--- src/rtl/core/rdq_pkg.sv ---
// Package for the ring deque with cursor: operation and status codes,
// and the default sizes handed to the top level.
// No dependencies.
package rdq_pkg;

    localparam int DEPTH_DEFAULT      = 16;
    localparam int DATA_WIDTH_DEFAULT = 32;

    // Fixed widths of the transaction fields.
    localparam int OP_W     = 3;
    localparam int IO_W     = 32;
    localparam int STATUS_W = 2;

    localparam logic [OP_W-1:0] OP_PUSH_FRONT   = 3'd0;
    localparam logic [OP_W-1:0] OP_PUSH_BACK    = 3'd1;
    localparam logic [OP_W-1:0] OP_POP_FRONT    = 3'd2;
    localparam logic [OP_W-1:0] OP_POP_BACK     = 3'd3;
    localparam logic [OP_W-1:0] OP_CURSOR_FRONT = 3'd4;
    localparam logic [OP_W-1:0] OP_CURSOR_BACK  = 3'd5;
    localparam logic [OP_W-1:0] OP_NEXT         = 3'd6;
    localparam logic [OP_W-1:0] OP_PREV         = 3'd7;

    localparam logic [STATUS_W-1:0] ST_OK    = 2'd0;
    localparam logic [STATUS_W-1:0] ST_FULL  = 2'd1;
    localparam logic [STATUS_W-1:0] ST_EMPTY = 2'd2;

endpackage

--- src/rtl/core/rdq_ram.sv ---
// Slot storage for the ring deque: one write port and one read port with
// registered read data.
// No dependencies.
module rdq_ram #(
    parameter int DEPTH = 16,
    parameter int WIDTH = 32
) (
    input  logic                     clk,
    input  logic                     wr_en,
    input  logic [$clog2(DEPTH)-1:0] wr_addr,
    input  logic [WIDTH-1:0]         wr_data,
    input  logic                     rd_en,
    input  logic [$clog2(DEPTH)-1:0] rd_addr,
    output logic [WIDTH-1:0]         rd_data
);

    logic [WIDTH-1:0] mem [DEPTH];
    logic [WIDTH-1:0] rd_data_reg;

    always_ff @(posedge clk)
    begin
        if (wr_en)
        begin
            mem[wr_addr] <= wr_data;
        end
    end

    always_ff @(posedge clk)
    begin
        if (rd_en)
        begin
            rd_data_reg <= mem[rd_addr];
        end
    end

    assign rd_data = rd_data_reg;

endmodule

--- src/rtl/core/ring_deque_with_cursor_unit.sv ---
// Top level of the ring deque with browsing cursor.
// Depends on rdq_pkg and rdq_ram.

// The block takes one operation transaction per clock cycle while req_stall
// is low and returns one result transaction for each in the cycle after
// acceptance; throughput is set by the single write and single read port of
// the slot memory, which every operation touches at most once. The pointers,
// count and cursor are updated at the acceptance edge, and the popped or
// browsed word comes out of the registered read port. A new request is taken
// whenever the result register is empty or is being taken in the same cycle.
// Slots hold words of DATA_WIDTH bits, capped at 32; a slot that was never
// written has no defined contents, and no reset pass runs over the memory.
module ring_deque_with_cursor_unit #(
    parameter int DEPTH      = rdq_pkg::DEPTH_DEFAULT,
    parameter int DATA_WIDTH = rdq_pkg::DATA_WIDTH_DEFAULT
) (
    input  logic                            clk,
    input  logic                            rst_n,

    input  logic                            req_valid,
    output logic                            req_stall,
    input  logic [rdq_pkg::OP_W-1:0]        operation,
    input  logic [rdq_pkg::IO_W-1:0]        value,

    output logic                            rsp_valid,
    input  logic                            rsp_stall,
    output logic [rdq_pkg::IO_W-1:0]        data,
    output logic [rdq_pkg::STATUS_W-1:0]    status,
    output logic [$clog2(DEPTH+1)-1:0]      count
);

    localparam int IW = $clog2(DEPTH);
    localparam int CW = $clog2(DEPTH + 1);
    localparam int SW = (DATA_WIDTH < rdq_pkg::IO_W) ? DATA_WIDTH : rdq_pkg::IO_W;

    localparam logic [IW-1:0] LAST_IDX = IW'(DEPTH - 1);
    localparam logic [CW-1:0] FULL_CNT = CW'(DEPTH);

    logic [IW-1:0] front_reg, front_next;
    logic [IW-1:0] back_reg, back_next;
    logic [CW-1:0] fill_reg, fill_next;
    logic [IW-1:0] cursor_reg, cursor_next;
    logic          cursor_valid_reg, cursor_valid_next;

    logic                         rsp_valid_reg, rsp_valid_next;
    logic [rdq_pkg::STATUS_W-1:0] status_reg, status_next;
    logic [CW-1:0]                count_reg;
    logic                         take_reg, take_next;

    logic          accept;
    logic          wr_en;
    logic [IW-1:0] wr_addr;
    logic          rd_en;
    logic [IW-1:0] rd_addr;
    logic [SW-1:0] rd_data;
    logic          is_empty;
    logic          is_full;
    logic          at_front;
    logic [IW-1:0] end_pos;

    function automatic logic [IW-1:0] ring_inc(input logic [IW-1:0] x);
        ring_inc = (x == LAST_IDX) ? '0 : IW'(x + 1'b1);
    endfunction

    function automatic logic [IW-1:0] ring_dec(input logic [IW-1:0] x);
        ring_dec = (x == '0) ? LAST_IDX : IW'(x - 1'b1);
    endfunction

    assign req_stall = rsp_valid_reg && rsp_stall;
    assign accept    = req_valid && !req_stall;

    assign is_empty = (fill_reg == '0);
    assign is_full  = (fill_reg == FULL_CNT);
    // Bit zero set selects the back end of the push, pop and cursor pairs.
    assign at_front = !operation[0];
    assign end_pos  = at_front ? front_reg : back_reg;

    always_comb
    begin
        front_next        = front_reg;
        back_next         = back_reg;
        fill_next         = fill_reg;
        cursor_next       = cursor_reg;
        cursor_valid_next = cursor_valid_reg;
        status_next       = rdq_pkg::ST_OK;
        take_next         = 1'b0;
        wr_en             = 1'b0;
        wr_addr           = end_pos;
        rd_en             = 1'b0;
        rd_addr           = end_pos;

        unique case (operation)
            rdq_pkg::OP_PUSH_FRONT, rdq_pkg::OP_PUSH_BACK:
            begin
                if (is_full)
                begin
                    status_next = rdq_pkg::ST_FULL;
                end
                else if (is_empty)
                begin
                    // The first entry lands on the chosen end and both ends meet there.
                    wr_en      = accept;
                    front_next = end_pos;
                    back_next  = end_pos;
                    fill_next  = CW'(1);
                end
                else
                begin
                    wr_en     = accept;
                    fill_next = fill_reg + 1'b1;
                    if (at_front)
                    begin
                        front_next = ring_dec(front_reg);
                        wr_addr    = front_next;
                    end
                    else
                    begin
                        back_next = ring_inc(back_reg);
                        wr_addr   = back_next;
                    end
                end
            end
            rdq_pkg::OP_POP_FRONT, rdq_pkg::OP_POP_BACK:
            begin
                if (is_empty)
                begin
                    status_next = rdq_pkg::ST_EMPTY;
                end
                else
                begin
                    rd_en     = accept;
                    take_next = 1'b1;
                    fill_next = fill_reg - 1'b1;
                    if (cursor_valid_reg && (cursor_reg == end_pos))
                    begin
                        cursor_valid_next = 1'b0;
                    end
                    if (at_front)
                    begin
                        front_next = ring_inc(front_reg);
                    end
                    else
                    begin
                        back_next = ring_dec(back_reg);
                    end
                end
            end
            rdq_pkg::OP_CURSOR_FRONT, rdq_pkg::OP_CURSOR_BACK:
            begin
                if (is_empty)
                begin
                    cursor_valid_next = 1'b0;
                    status_next       = rdq_pkg::ST_EMPTY;
                end
                else
                begin
                    cursor_next       = end_pos;
                    cursor_valid_next = 1'b1;
                end
            end
            rdq_pkg::OP_NEXT, rdq_pkg::OP_PREV:
            begin
                if (!cursor_valid_reg)
                begin
                    status_next = rdq_pkg::ST_EMPTY;
                end
                else
                begin
                    rd_en     = accept;
                    rd_addr   = cursor_reg;
                    take_next = 1'b1;
                    // Stepping off either end drops the cursor rather than wrapping.
                    if (at_front)
                    begin
                        if (cursor_reg == back_reg)
                        begin
                            cursor_valid_next = 1'b0;
                        end
                        else
                        begin
                            cursor_next = ring_inc(cursor_reg);
                        end
                    end
                    else
                    begin
                        if (cursor_reg == front_reg)
                        begin
                            cursor_valid_next = 1'b0;
                        end
                        else
                        begin
                            cursor_next = ring_dec(cursor_reg);
                        end
                    end
                end
            end
            default:
            begin
                status_next = rdq_pkg::ST_EMPTY;
            end
        endcase
    end

    always_comb
    begin
        if (accept)
        begin
            rsp_valid_next = 1'b1;
        end
        else
        begin
            rsp_valid_next = rsp_valid_reg && rsp_stall;
        end
    end

    rdq_ram #(
        .DEPTH (DEPTH),
        .WIDTH (SW)
    ) u_ram (
        .clk     (clk),
        .wr_en   (wr_en),
        .wr_addr (wr_addr),
        .wr_data (value[SW-1:0]),
        .rd_en   (rd_en),
        .rd_addr (rd_addr),
        .rd_data (rd_data)
    );

    always_ff @(posedge clk or negedge rst_n)
    begin
        if (!rst_n)
        begin
            front_reg        <= '0;
            back_reg         <= '0;
            fill_reg         <= '0;
            cursor_reg       <= '0;
            cursor_valid_reg <= 1'b0;
            rsp_valid_reg    <= 1'b0;
        end
        else
        begin
            rsp_valid_reg <= rsp_valid_next;
            if (accept)
            begin
                front_reg        <= front_next;
                back_reg         <= back_next;
                fill_reg         <= fill_next;
                cursor_reg       <= cursor_next;
                cursor_valid_reg <= cursor_valid_next;
            end
        end
    end

    always_ff @(posedge clk)
    begin
        if (accept)
        begin
            status_reg <= status_next;
            count_reg  <= fill_next;
            take_reg   <= take_next;
        end
    end

    assign rsp_valid = rsp_valid_reg;
    assign status    = status_reg;
    assign count     = count_reg;
    assign data      = take_reg ? rdq_pkg::IO_W'(rd_data) : '0;

endmodule
--- config.mk ---
export PLATFORM = sky130hd
export DESIGN_NAME = ring_deque_with_cursor_unit
export DESIGN_NICKNAME = d
export VERILOG_FILES = /design/src/rtl/core/rdq_pkg.sv /design/src/rtl/core/rdq_ram.sv /design/src/rtl/core/ring_deque_with_cursor_unit.sv
export SDC_FILE = /design/constraint.sdc
export NUM_CORES = 1
export LEC_CHECK = 0
export BUFFER_PORTS_ARGS = -buffer_cell sky130_fd_sc_hd__buf_2
export CAP_MARGIN = 30
export CORE_UTILIZATION = 25
export DETAILED_ROUTE_END_ITERATION = 6
export HOLD_SLACK_MARGIN = 0.15
export MAX_ROUTING_LAYER = met4
export PLACE_DENSITY_LB_ADDON = 0.08
export SLEW_MARGIN = 10
export SYNTH_ARGS = -nofsm -noshare
export SYNTH_HDL_FRONTEND = slang
export SYNTH_SLANG_ARGS = --single-unit
--- constraint.sdc ---
create_clock -name clk -period 9.74 [get_ports clk]
set_clock_uncertainty 0.2 [all_clocks]
set_input_delay 0.487 -clock clk [delete_from_list [all_inputs] [get_ports clk]]
set_output_delay 0.487 -clock clk [all_outputs]
set_load 0.02 [all_outputs]
# Yosys cells after proc, flatten, opt, wreduce, memory -nomap -nowiden
# Memories as Yosys holds them, arrays and structs flattened. A register that Yosys moved wholly into a read port is not among the register bits.
# Index checks and enable logic that the tools add are counted.
# totals
ramBits	512
rom_bits	0
out_inout_bits	41
memories	1
latchBits	0
inputBits	39
ff_bits	27
# mem_list
memory	depth	width	rd	rd_ports_with_merged_regs	wr	line	text
u_ram.mem	16	32	1	1	1	rdq_ram.sv:17	logic [WIDTH-1:0] mem [DEPTH];
# classes
n_bitwise	0
addsub	8
n_div	0
eq_ne	25
multipliers	0
n_mux	58
magnitude_cmp	0
n_reduce_logical	21
shift	0
# ops
cell	count
4-bit 2-to-1 mux	28
32-bit 2-to-1 mux	1
4-bit one-hot mux with 2 select lines	3
6-bit AND reduction	3
1-bit 2-to-1 mux	16
5-bit 2-to-1 mux	3
2-bit != test, second input constant	7
4-bit by 1-bit adder with 4-bit output, second input constant	3
3-bit equality test, second input constant	4
4-bit equality test	3
4-bit equality test, second input constant	3
4-bit logical NOT	3
3-bit != test, second input constant	4
4-bit by 1-bit subtractor with 4-bit output, second input constant	3
5-bit one-hot mux with 2 select lines	1
2-bit OR reduction	4
3-bit by 2-bit equality test with 1-bit output, second input constant	2
2-bit one-hot mux with 3 select lines	1
5-bit by 1-bit adder with 5-bit output, second input constant	1
5-bit equality test, second input constant	1
5-bit logical NOT	1
5-bit by 1-bit subtractor with 5-bit output, second input constant	1
2-bit 2-to-1 mux	2
1-bit one-hot mux with 2 select lines	2
other kinds (9)	12

# Longest topological paths before layout
# Gate-level depths: netlist of run 1.
# logic_depth
depth_word	7
mapped_depth	9
ltp_nobuf	8

# Hierarchy
# Synthesis of run 1 repeated with hierarchy kept, for this count alone.
# unflattened
cells_unflattened	1164
area_unflattened_um2	22724.3
# by_module_without_submodules
mod	instances	seq_area_each_um2	cells_each	area_each_um2
rdq_ram	1	16335.7	838	20155.6
ring_deque_with_cursor_unit	1	715.7	326	2568.7

# Worst setup path after synthesis of run 1
# OpenSTA, ideal clock, no wires.
# synth_path
kind	input port to flip-flop
start	in operation[1] (netlist bit)
end	mem u_ram.mem[6][0], enable pin
setup_slack_ns	4.801
setup_ns	0.468
cell_stages	9
required_time_ns	9.072
arrival_ns	4.271
path_buffers	2
path_cell_list	inv_1 -> ha_1 -> clkbuf_1 -> inv_1 -> nor2_1 -> nor2_1 -> a21oi_1 -> clkbuf_1 -> nor3b_1
# synth_via
elab_chain_len	5
elab_cells_between_ends	7
# synth_lines
item	line	text
start: declaration	ring_deque_with_cursor_unit.sv:22	input logic [rdq_pkg::OP_W-1:0] operation,
3-bit by 1-bit equality test with 1-bit output / 3-bit logical NOT (equally long branches)	ring_deque_with_cursor_unit.sv:92	unique case (operation)
2-bit OR reduction *	ring_deque_with_cursor_unit.sv:92	
1-bit 2-to-1 mux	ring_deque_with_cursor_unit.sv:92	
1-bit 2-to-1 mux	rdq_ram.sv:22	if (wr_en)
1-bit 2-to-1 mux (not written as such)	rdq_ram.sv:24	mem[wr_addr] <= wr_data;
end: declaration	rdq_ram.sv:17	
# Mark *: on every way between the ends. The rest lies on a longest branch, timed or not.

# Worst setup path in the final report of run 1
# layout_path
start	reg fill_reg[0]
end	mem u_ram.mem[14][8], enable pin
# layout_via
elab_chain_len	5
elab_cells_between_ends	9
# layout_lines
item	line	text
start: declaration	ring_deque_with_cursor_unit.sv:41	logic [CW-1:0] fill_reg, fill_next;
start signal: assignment	ring_deque_with_cursor_unit.sv:247	fill_reg <= fill_next;
5-bit equality test	ring_deque_with_cursor_unit.sv:73	assign is_full = (fill_reg == FULL_CNT);
1-bit 2-to-1 mux	ring_deque_with_cursor_unit.sv:95	if (is_full)
1-bit 2-to-1 mux	ring_deque_with_cursor_unit.sv:92	
1-bit 2-to-1 mux	rdq_ram.sv:22	
1-bit 2-to-1 mux (not written as such)	rdq_ram.sv:24	
# Several ways; a longest one is shown, not always the timed one.

==> impl_summary.txt, run 1 <==
----------------------------------------------------
[Outcome]
  Outcome ... completed

[Placement]
  Post-Place Cell Area ... between 20000 and 30000 um^2
  Routability cong. ... 0.752
  Input/output buffers ... 79
  Half-perimeter wire length of the detailed placement result ... 38.0 mm

[Worst setup path]
  Startpoint of the worst register-to-register path ... fill_reg[0]
  Endpoint kind of the worst setup timing path ... register
  Kind of start point of the critical path ... register
  End of the worst register-to-register path ... u_ram.mem[14][8]
  Worst EP arrival ... ~4.4 ns
  Setup slack, reg-to-reg ... 5.34 ns
  Path type of the worst setup path ... register to register
  Required time at the worst-slack endpoint ... 9.76 ns
  Register-to-Register Path Depth ... 8
  Worst-path fanout max ... 28

[Global route]
  Total congestion overflow after global routing ... 0
  Aggregate global-route resource usage ... 16.3%
  Via count of the first global-routing pass ... 15200
  Number of antenna violations at the first check in global routing ... 2
  Pin count of the biggest net entering global routing ... 150
  Wire length of the first global-routing pass ... 112 mm

[Detailed routing]
  Count of TritonRoute iterations in the first routing pass ... 5
  Via count ... 15000
  Residual DRC ... 0
  Routed wire length ... between 70 and 80 mm
  Average wire length per cell after detail routing ... 25.1 um
  Remaining antenna violation count ... 0
  Per-cell via count in the routed design ... approximately 4.8
  Initial detailed-routing violation count ... between 1000 and 1500

[Layout]
  Final instance area ... approximately 28000 um^2
  Share of final-layout standard cells stronger than drive strength 1 ... between 10% and 20%
  Total area of multi-input combinational cells ... 6490 um^2
  Area added between synthesis and finish ... 18.3%
  Area of all sequential standard cells ... 17100 um^2
  Number of nets in the final layout ... between 1500 and 2000
  Fillcell total ... 9571
  Flip-flop count of the largest register after layout ... 512

[CTS]
  Clock tree root driver cell ... sky130_fd_sc_hd__clkbuf_16
  Clock net sink count ... 571
  Clock buffers created by TritonCTS ... slightly below 70
  Skew-Pair Late Insertion Delay ... roughly 0.6 ns
  TritonCTS clock tree ... built
  Clock-pin slew on the worst setup and hold paths ... 0.06 ns
  Buffer depth of the longest clock path ... 3
  H-Tree Depth ... 3

[STA]
  Endpoints failing setup ... 0
  Worst-margin pin slew ... 0.938 ns
  Minimum clock period ... roughly 4.4 ns
  Final hold violation count ... 0
  Setup TNS ... 0 ns
  Fraction of the cycle the final worst path needs ... 45.2%
  Fin. max-slew vios ... 0
  Timing-limited maximum frequency ... 227 MHz
  Unrepaired setup endpoints after global routing ... false
  Remaining max-slew budget at the tightest pin ... 37.4%

[Yosys]
  Share of synthesized registers carrying an async set or reset ... 3.33%
  Count of distinct cell types in the synthesized netlist ... 68
  Largest area contributor in the synthesized netlist ... sky130_fd_sc_hd__edfxtp_1
  Net Count, Synth ... 1729
  Most frequent cells after synthesis ... sky130_fd_sc_hd__edfxtp_1, sky130_fd_sc_hd__nand2_1, sky130_fd_sc_hd__and2_1
  Cells taking the most area after synthesis ... sky130_fd_sc_hd__edfxtp_1, sky130_fd_sc_hd__a311oi_1, sky130_fd_sc_hd__nand2_1, sky130_fd_sc_hd__and2_1, sky130_fd_sc_hd__a221oi_1
  Prevailing post-synth register cell ... sky130_fd_sc_hd__edfxtp_1
  Cell area after synthesis ... 24100 um^2
  Area share of the largest cell type after synthesis ... between 60% and 70%
  Count leader, synth ... sky130_fd_sc_hd__edfxtp_1
  Number of instances in the synthesized netlist ... 1675
  Number of warnings reported in the yosys synthesis log ... 0
  Fraction of the yosys area taken by sequential cells ... 70.8%
  Flop and latch count out of synthesis ... 571
  Mean instance size in the synthesized netlist ... 14.4 um^2
  Number of flops mapped to enable cells by yosys ... 552

[Power and ir drop]
  Static leakage ... roughly 9.3 nW
  Max rail drop VDD ... 0.209 mV
  Pwr/cell area ... 273 nW/um^2

[Die]
  Horiz. Die Dim ... between 300 and 400 um
  Die boundary height ... 312 um
  Initial core utilization ... 25.3%
  Total Die Area ... 97600 um^2
  Ports ... 80
  Floorplan row count ... 113
  Floorplan Core Area ... 95300 um^2

[Min path]
  Type of the most critical hold path ... input port to asynchronous set/reset pin

[Flow run]
  Max capacitance violation total ... 0

----------------------------------------------------
[metal layers]
| layer | wire [um] | up-vias | track usage (%) |
|---|---|---|---|
| li1 | - | 6760 | - |
| met1 | 36200 | 7804 | 21.7 |
| met2 | 37100 | 310 | 26.1 |
| met3 | 2860 | 97 | 2.23 |
| met4 | 1400 | 0 | 4.17 |
| met5 | 0 | - | - |
[repair_timing]
action	4_1_cts	5_1_grt
hold buffers	35	0
hold endpoints to repair	532	0
setup buffers	0	0
gates resized for setup	0	0
[kinds of logic (layout without fill, tap and decap cells)]
kind of cell	after synthesis	after routing	synth area share [%]
xor gates and xnor gates	15	15	0.545
DFF	571	571	70.8
AOI/OAI and AO/OA	347	347	12.4
buffers and inverters	158	304	2.92
other	0	3	0
adders and majority gates	15	15	0.779
and+or+nand+nor	542	542	11.2
muxes	27	27	1.36
[critical path, cell delays in order (launching register included)]
cell                      delay [ns]
sky130_fd_sc_hd__dfrtp_1        0.44
sky130_fd_sc_hd__inv_1          0.12
sky130_fd_sc_hd__ha_1           0.24
sky130_fd_sc_hd__nor3b_2        0.60
sky130_fd_sc_hd__nor3_1         0.10
sky130_fd_sc_hd__o21ai_0        0.39
sky130_fd_sc_hd__nand2_1        0.42
sky130_fd_sc_hd__nor3_2         0.73
sky130_fd_sc_hd__buf_4          0.75
[power by group]
group	switching [mW]	leakage, nW	internal [mW]
clock network	1.03	1.05	1.45
registers	0.120	5.20	2.86
logic	1.59	3.07	0.735
total	2.75	9.32	5.04
[stage by stage]
| stage | power [mW] | cells | utilization (%) | setup WS [ns] | hold WS, ns |
|---|---|---|---|---|---|
| floorplan | 4.58 | 1675 | - | 4.80 | -0.00859 |
| global placement | 5.38 | 2925 | 27.2 | 4.68 | 0.316 |
| detailed placement | 5.39 | 2929 | 27.3 | 5.25 | 0.304 |
| CTS | 7.92 | 3086 | 29.9 | 5.25 | 0.172 |
| global route | 8.20 | 3088 | 29.9 | 5.04 | 0.232 |
| finish | 7.78 | 3089 | 29.9 | 5.34 | 0.195 |
[layout by cell type (no fill, tap or decap), drive strengths merged, types with 4 or more instances in the layout]
master	Yosys	layout
a21o	4	4
a21oi	17	17
a221oi	129	129
a311oi	128	128
a31oi	11	11
and2	160	160
buf	42	125
bufinv	0	4
clkbuf	94	85
clkinv	1	30
dfrtp	19	19
dlygate4sd3	0	35
edfxtp	552	552
ha	15	15
inv	21	25
mux2	12	12
mux2i	14	14
nand2	280	280
nand2b	5	5
nand3	5	5
nor2	19	19
nor2b	6	6
nor3	10	10
nor3b	10	10
o21ai	19	19
o31ai	8	8
or4	33	33
xnor2	6	6
xor2	9	9
[final cells by class]
class	count	share of cell area (%)
well taps	1265	5.55
clock buffers	85	6.45
multi-input cells	946	22.8
inverters	22	0.290
clock inverters	37	1.04
diodes	3	0.0263
flip-flops and latches	571	59.8
repair buffers	160	4.03
[worst max path at each step]
stage	start	end	depth (start not counted)
after floorplan	operation[1]	u_ram.mem[6][0]	9
after global placement	operation[1]	u_ram.rd_data[1]	8
after detailed placement	operation[1]	u_ram.mem[14][13]	9
after CTS	fill_reg[0]	u_ram.mem[14][8]	9
after global routing	fill_reg[0]	u_ram.mem[14][8]	8
final	fill_reg[0]	u_ram.mem[14][8]	8
No activity file was read; power rests on OpenSTA's default activity.
==> run 2, diff against run 1 <==
==> constraint.sdc (replaced) <==
create_clock -name clk -period 4.23 [get_ports clk]
set_clock_uncertainty 0.2 [all_clocks]
set_input_delay 0.2115 -clock clk [delete_from_list [all_inputs] [get_ports clk]]
set_output_delay 0.2115 -clock clk [all_outputs]
set_load 0.02 [all_outputs]
==> impl_summary.txt, run 2 (synthesized netlist as in run 1, its figures left out) <==
----------------------------------------------------
[Die]
  Die boundary height ... 312 um (unchanged)
  Horiz. Die Dim ... 312 um (unchanged)
  Initial core utilization ... 25.3% (unchanged)
  Floorplan row count ... 113 (unchanged)
  Total Die Area ... 97600 um^2 (unchanged)
  Ports ... 80 (unchanged)
  Floorplan Core Area ... 95300 um^2 (unchanged)

[Global route]
  Number of antenna violations at the first check in global routing ... 4 (was 2)
  Pin count of the biggest net entering global routing ... 107 (was 150)
  Total congestion overflow after global routing ... 0 (unchanged)
  Via count of the first global-routing pass ... 15200 (about the same)
  Wire length of the first global-routing pass ... 111 mm (was 112 mm)
  Aggregate global-route resource usage ... 16.1% (was 16.3%)

[Worst setup path]
  Path type of the worst setup path ... register to register (unchanged)
  Endpoint kind of the worst setup timing path ... register (unchanged)
  Setup slack, reg-to-reg ... 0.72 ns (was 5.34 ns)
  Register-to-Register Path Depth ... 8 (unchanged)
  Startpoint of the worst register-to-register path ... fill_reg[0] (unchanged)
  End of the worst register-to-register path ... u_ram.mem[9][20] (was u_ram.mem[14][8])
  Worst EP arrival ... 3.53 ns (was 4.43 ns)
  Required time at the worst-slack endpoint ... 4.25 ns (was 9.76 ns)
  Worst-path fanout max ... 21 (was 28)
  Crit path to ... u_ram.mem[9][20] (was u_ram.mem[14][8])
  Kind of start point of the critical path ... register (unchanged)
  CP Launch Point ... fill_reg[0] (unchanged)

[Power and ir drop]
  Internal power of the cells ... 12.0 mW (was 5.04 mW)
  Static leakage ... 9.55 nW (was 9.32 nW)
  Net Sw Frac ... 34.8% (was 35.3%)
  Max rail drop VDD ... 0.365 mV (was 0.209 mV)
  Net Sw Power ... 6.38 mW (was 2.75 mW)
  Part of the power in the clock network ... 31.6% (was 31.9%)
  Overall Power ... 18.3 mW (was 7.78 mW)
  Sequential Power Share ... 37.4% (was 38.2%)
  Comb pwr share ... 31.1% (was 29.9%)
  Pwr/cell area ... 630 nW/um^2 (was 273 nW/um^2)

[STA]
  Remaining max-slew budget at the tightest pin ... 51.2% (was 37.4%)
  Final hold violation count ... 0 (unchanged)
  Minimum clock period ... 3.51 ns (was 4.40 ns)
  Unrepaired setup endpoints after global routing ... false (unchanged)
  Fin. max-slew vios ... 0 (unchanged)
  Fraction of the cycle the final worst path needs ... 83.0% (was 45.2%)
  Worst-margin pin slew ... 0.716 ns (was 0.938 ns)
  Endpoints failing setup ... 0 (unchanged)
  Hold_ws ... 0.354 ns (was 0.195 ns)
  Timing-limited maximum frequency ... 285 MHz (was 227 MHz)

[Layout]
  Share of final-layout standard cells stronger than drive strength 1 ... 16.2% (was 15.8%)
  Flip-flop count of the largest register after layout ... 512 (unchanged)
  Most frequent standard cell in the layout excluding fill and tap cells ... sky130_fd_sc_hd__edfxtp_1 (unchanged)
  Commonest non-fill, non-tap cells in the layout ... sky130_fd_sc_hd__edfxtp_1, sky130_fd_sc_hd__nand2_1, sky130_fd_sc_hd__and2_1 (unchanged)
  Fillcell total ... 9549 (was 9571)
  Area added between synthesis and finish ... 20.7% (was 18.3%)
  Number of nets in the final layout ... 1851 (was 1824)

[Detailed routing]
  Count of TritonRoute iterations in the first routing pass ... 5 (unchanged)
  Routed wire length ... 76.6 mm (was 77.5 mm)
  Via count ... 15000 (unchanged)
  Residual DRC ... 0 (unchanged)
  Initial detailed-routing violation count ... 1137 (was 1094)
  Per-cell via count in the routed design ... 4.81 (was 4.85)
  Remaining antenna violation count ... 0 (unchanged)
  Average wire length per cell after detail routing ... 24.6 um (was 25.1 um)

[Outcome]
  Outcome ... completed (unchanged)

[Flow run]
  Max capacitance violation total ... 0 (unchanged)

[CTS]
  Clock-pin slew on the worst setup and hold paths ... 0.06 ns (about the same)
  Skew-Pair Late Insertion Delay ... 0.60 ns (was 0.61 ns)
  TritonCTS clock tree ... built (unchanged)
  H-Tree Depth ... 3 (unchanged)
  Clock net sink count ... 571 (unchanged)
  Clock tree root driver cell ... sky130_fd_sc_hd__clkbuf_16 (unchanged)
  Buffer depth of the longest clock path ... 3 (unchanged)
  Clock buffers created by TritonCTS ... 71 (was 69)

[Placement]
  Input/output buffers ... 79 (unchanged)
  Half-perimeter wire length of the detailed placement result ... 40.5 mm (was 38.0 mm)
  Routability cong. ... 0.759 (was 0.752)

[Min path]
  Type of the most critical hold path ... input port to register (was input port to asynchronous set/reset pin)

----------------------------------------------------
==> run 2: metal layers <==
layer | routed length, um | track usage (%) | vias to the layer above
li1 | - | - | 6831
met4 | 1310 | 4.07 | 0
met1 | 35200 | 20.9 | 7759
met2 | 37400 | 26.3 | 288
met3 | 2690 | 2.16 | 93
met5 | 0 | - | -
==> run 2: layout make-up <==
class                      count  area [um^2]  area share [%]
sequential                   571        17100            58.7
clock buffer                  99         1990            6.84
timing repair buffer         185         1670            5.75
inverter                      22         82.6           0.284
clock inverter                25          200           0.689
antenna                        2         5.00          0.0172
multi-input combinational    946         6490            22.3
tap                         1265         1580            5.44
==> run 2: what timing repair did <==
action | 4_1_cts | 5_1_grt
gates resized for setup | 0 | 0
hold buffers | 42 | 0
buffers inserted | 0 | 0
endpoints found under the hold margin | 541 | 0
==> run 2: per-stage QoR <==
stage / std cells / setup slack (ns) / utilization, % / setup TNS, ns / instance area [um^2]
floorplan: 1675 / -0.669 / - / -190.22 / 24100
global placement: 2945 / 0.760 / 27.7 / 0 / 26400
detailed placement: 2947 / 0.756 / 27.8 / 0 / 26400
CTS: 3113 / 0.699 / 30.5 / 0 / 29100
global route: 3115 / 0.438 / 30.5 / 0 / 29100
finish: 3115 / 0.720 / 30.5 / 0 / 29100
==> run 2: worst min-delay path by stage <==
stage	depth (start not counted)	start	to	slack, ns
global placement	1	rst_n	cursor_reg[0]	0.05
global route	2	value[9]	u_ram.mem[12][9]	0.36
finish	2	value[14]	u_ram.mem[0][14]	0.35
detailed placement	1	rst_n	cursor_reg[3]	0.05
CTS	2	value[28]	u_ram.mem[1][28]	0.32
floorplan	0	rst_n	back_reg[0]	-0.28
==> run 2: power by group through the flow <==
stage	Sequential [mW]	Combinational, mW	Clock, mW
2_1_floorplan	6.78	3.77	0
4_1_cts	6.85	5.85	5.99
3_5_place_dp	6.96	5.80	0
3_3_place_gp	6.97	5.80	0
6_report	6.85	5.70	5.78
5_1_grt	6.88	6.27	6.17
==> run 2: worst max-delay path, cell delays in order (launching register included) <==
cell and delay (ns):
sky130_fd_sc_hd__dfrtp_1 0.42, sky130_fd_sc_hd__inv_1 0.12, sky130_fd_sc_hd__ha_1 0.23, sky130_fd_sc_hd__nor3b_2 0.50
sky130_fd_sc_hd__nor4_1 0.08, sky130_fd_sc_hd__or3_1 0.35, sky130_fd_sc_hd__nand2_1 0.45, sky130_fd_sc_hd__nor3b_2 0.31
sky130_fd_sc_hd__buf_4 0.48
==> run 3, diff against run 2 <==
==> constraint.sdc (replaced) <==
create_clock -name clk -period 2.8 [get_ports clk]
set_clock_uncertainty 0.2 [all_clocks]
set_input_delay 0.14 -clock clk [delete_from_list [all_inputs] [get_ports clk]]
set_output_delay 0.14 -clock clk [all_outputs]
set_load 0.02 [all_outputs]
==> impl_summary.txt, run 3 (synthesized netlist as in run 1, its figures left out) <==
----------------------------------------------------
[STA]
  Fraction of the cycle the final worst path needs ... 103% (was 83.0%)
  Fin. max-slew vios ... 0 (unchanged)
  Worst Setup Slack, final ... -0.0900 ns (was 0.720 ns)
  Timing-limited maximum frequency ... 346 MHz (was 285 MHz)
  Final hold violation count ... 0 (unchanged)
  Endpoints failing setup ... 322 (was 0)
  Remaining max-slew budget at the tightest pin ... 56.9% (was 51.2%)
  Worst-margin pin slew ... 0.643 ns (was 0.716 ns)
  Hold_ws ... 0.210 ns (was 0.354 ns)
  Unrepaired setup endpoints after global routing ... true (was false)
  Minimum clock period ... 2.89 ns (was 3.51 ns)

[Detailed routing]
  Initial detailed-routing violation count ... 1083 (was 1137)
  Count of TritonRoute iterations in the first routing pass ... 5 (unchanged)
  Residual DRC ... 0 (unchanged)
  Remaining antenna violation count ... 0 (unchanged)
  Per-cell via count in the routed design ... 4.82 (was 4.81)
  Routed wire length ... 86.3 mm (was 76.6 mm)
  Via count ... 16100 (was 15000)
  Average wire length per cell after detail routing ... 25.8 um (was 24.6 um)

[CTS]
  Clock-pin slew on the worst setup and hold paths ... 0.05 ns (was 0.06 ns)
  Clock buffers created by TritonCTS ... 71 (unchanged)
  TritonCTS clock tree ... built (unchanged)
  H-Tree Depth ... 3 (unchanged)
  Clock tree root driver cell ... sky130_fd_sc_hd__clkbuf_16 (unchanged)
  Clock net sink count ... 571 (unchanged)
  Buffer depth of the longest clock path ... 3 (unchanged)
  Skew-Pair Late Insertion Delay ... 0.61 ns (was 0.60 ns)

[Worst setup path]
  Worst-path fanout max ... 10 (was 21)
  Required time at the worst-slack endpoint ... 2.89 ns (was 4.25 ns)
  Kind of start point of the critical path ... register (unchanged)
  Endpoint kind of the worst setup timing path ... register (unchanged)
  Register-to-Register Path Depth ... 11 (was 8)
  End of the worst register-to-register path ... u_ram.mem[2][16] (was u_ram.mem[9][20])
  Setup slack, reg-to-reg ... -0.09 ns (was 0.72 ns)
  Worst EP arrival ... 2.98 ns (was 3.53 ns)
  Startpoint of the worst register-to-register path ... front_reg[1] (was fill_reg[0])
  Largest stage delay, worst path ... 0.54 ns (was 0.50 ns)
  Path type of the worst setup path ... register to register (unchanged)
  Top Family by Delay on Critical Path ... buffers and inverters (was simple AND/OR/NAND/NOR gates)
  Buf/Inv on CP ... 5 (was 2)
  Critical Path Slowest Stage Cell ... sky130_fd_sc_hd__mux4_2 (was sky130_fd_sc_hd__nor3b_2)
  Most repeated library cell on the critical path ... sky130_fd_sc_hd__buf_12 (was sky130_fd_sc_hd__nor3b_2)
  Cells along the critical path ... inv_4 -> ha_4 -> or3b_2 -> nand2_1 -> mux4_2 -> buf_6 -> nand2b_4 -> buf_4 -> nor2b_4 -> buf_12 -> buf_12 (was inv_1 -> ha_1 -> nor3b_2 -> nor4_1 -> or3_1 -> nand2_1 -> nor3b_2 -> buf_4)

[Placement]
  Input/output buffers ... 79 (unchanged)
  Inst Count DP ... 3100 (was 2947)
  Routability cong. ... 0.769 (was 0.759)
  Half-perimeter wire length of the detailed placement result ... 47.3 mm (was 40.5 mm)
  Post-Place Cell Area ... 28200 um^2 (was 26400 um^2)

[Power and ir drop]
  Overall Power ... 31.0 mW (was 18.3 mW)
  Max rail drop VDD ... 0.470 mV (was 0.365 mV)
  Static leakage ... 11.2 nW (was 9.55 nW)
  Pwr/cell area ... 955 nW/um^2 (was 630 nW/um^2)

[Layout]
  Area added between synthesis and finish ... 34.5% (was 20.7%)
  Post-route non-filler standard cell count ... 3340 (was 3115)
  Post-Route Utilization ... 34.0% (was 30.5%)
  Number of nets in the final layout ... 2077 (was 1851)
  Most frequent standard cell in the layout excluding fill and tap cells ... sky130_fd_sc_hd__edfxtp_1 (unchanged)
  Flip-flop count of the largest register after layout ... 512 (unchanged)
  Commonest non-fill, non-tap cells in the layout ... sky130_fd_sc_hd__edfxtp_1, sky130_fd_sc_hd__nand2_1, sky130_fd_sc_hd__and2_1 (unchanged)
  Final instance area ... 32400 um^2 (was 29100 um^2)
  Share of final-layout standard cells stronger than drive strength 1 ... 27.3% (was 16.2%)

[Die]
  Floorplan Core Area ... 95300 um^2 (unchanged)
  Die boundary height ... 312 um (unchanged)
  Ports ... 80 (unchanged)
  Initial core utilization ... 25.3% (unchanged)
  Horiz. Die Dim ... 312 um (unchanged)
  Floorplan row count ... 113 (unchanged)
  Total Die Area ... 97600 um^2 (unchanged)

[Outcome]
  Violations in the final reports ... setup timing
  Outcome ... finished with violations (was completed)

[Global route]
  Number of antenna violations at the first check in global routing ... 4 (unchanged)
  Global-route met2 utilization ... 27.9% (was 26.3%)
  Via count of the first global-routing pass ... 16300 (was 15200)
  Total congestion overflow after global routing ... 0 (unchanged)
  Aggregate global-route resource usage ... 17.4% (was 16.1%)
  GRT Max-Usage Layer ... met2 (unchanged)
  Met1 Usage GRT ... 23.0% (was 20.9%)
  Met3 capacity usage during global routing ... 2.42% (was 2.16%)
  Wire length of the first global-routing pass ... 119 mm (was 111 mm)
  Pin count of the biggest net entering global routing ... 59 (was 107)

[Min path]
  Hold Crit Endpoint ... cursor_reg[0] (was u_ram.mem[0][14])
  Launch instance of the worst min-delay path ... operation[2] (was value[14])
  Depth of the worst hold-timing path ... 6 (was 2)
  Type of the most critical hold path ... input port to register (unchanged)

[Flow run]
  Max capacitance violation total ... 0 (unchanged)

----------------------------------------------------
## run 3: changes by cell type in the layout (fill, tap and decap cells not counted), moves of 13 or more
cell | previous run | this run
sky130_fd_sc_hd__buf_4 | 35 | 156
sky130_fd_sc_hd__clkbuf_16 | 76 | 89
sky130_fd_sc_hd__buf_16 | 1 | 16
sky130_fd_sc_hd__buf_6 | 0 | 24
sky130_fd_sc_hd__buf_12 | 28 | 73
## run 3: final cells by class
| cell class | count | area (um^2) |
|---|---|---|
| diodes | 1 | 2.50 |
| clock buffers | 89 | 1900 |
| clock inverters | 35 | 367 |
| fillers | 9345 | 62900 |
| inverters | 22 | 85.1 |
| multi-input cells | 946 | 6790 |
| flip-flops and latches | 571 | 17100 |
| well taps | 1265 | 1580 |
| repair buffers | 411 | 4630 |
## run 3: through the flow
| step | setup slack [ns] | TNS [ns] |
|---|---|---|
| 3_3_place_gp | -0.184 | -33.24 |
| 6_report | -0.0900 | -11.77 |
| 4_1_cts | -0.0858 | -12.14 |
| 2_1_floorplan | -0.404 | -148.97 |
| 5_1_grt | -0.164 | -42.44 |
| 3_5_place_dp | -0.169 | -28.62 |
## run 3: worst max-delay path by stage
stage	depth (start not counted)	from	to	slack, ns
CTS	9	front_reg[1]	u_ram.mem[9][16]	-0.09
global route	11	fill_reg[0]	u_ram.mem[2][16]	-0.16
global placement	9	operation[1]	u_ram.rd_data[7]	-0.18
detailed placement	10	operation[1]	u_ram.rd_data[11]	-0.17
finish	11	front_reg[1]	u_ram.mem[2][16]	-0.09
floorplan	8	front_reg[1]	u_ram.mem[10][0]	-0.40
## run 3: worst min-delay path: cells and delay by family
kind | cells | cell delay (ns)
AO/OA/AOI/OAI | 1 | 0.07
adder cells (fa/ha/maj) | 1 | 0.35
buffers and inverters | 2 | 0.26
multiplexers | 1 | 0.08
AND/OR/NAND/NOR | 1 | 0.04
## run 3: report_power, final
group	leakage (nW)	internal, mW	switching [mW]
registers	5.20	9.94	0.219
clock network	1.11	5.44	3.63
logic	4.89	5.11	6.63
## run 3: per-layer routing
layer | up-vias | part of all wire, % | wire [um]
li1 | 7299 | - | -
met1 | 8311 | 45 | 39200
met2 | 377 | 48 | 41800
met3 | 100 | 3.9 | 3350
met4 | 0 | 2.2 | 1870
met5 | - | 0 | 0
## run 3: what timing repair did
action,in CTS,in global routing
hold buffers,44,0
gates cloned,14,18
gates resized for setup,48,48
pin swaps,7,9
endpoints found under the hold margin,552,0
setup buffers,30,13
setup endpoints to repair,474,530
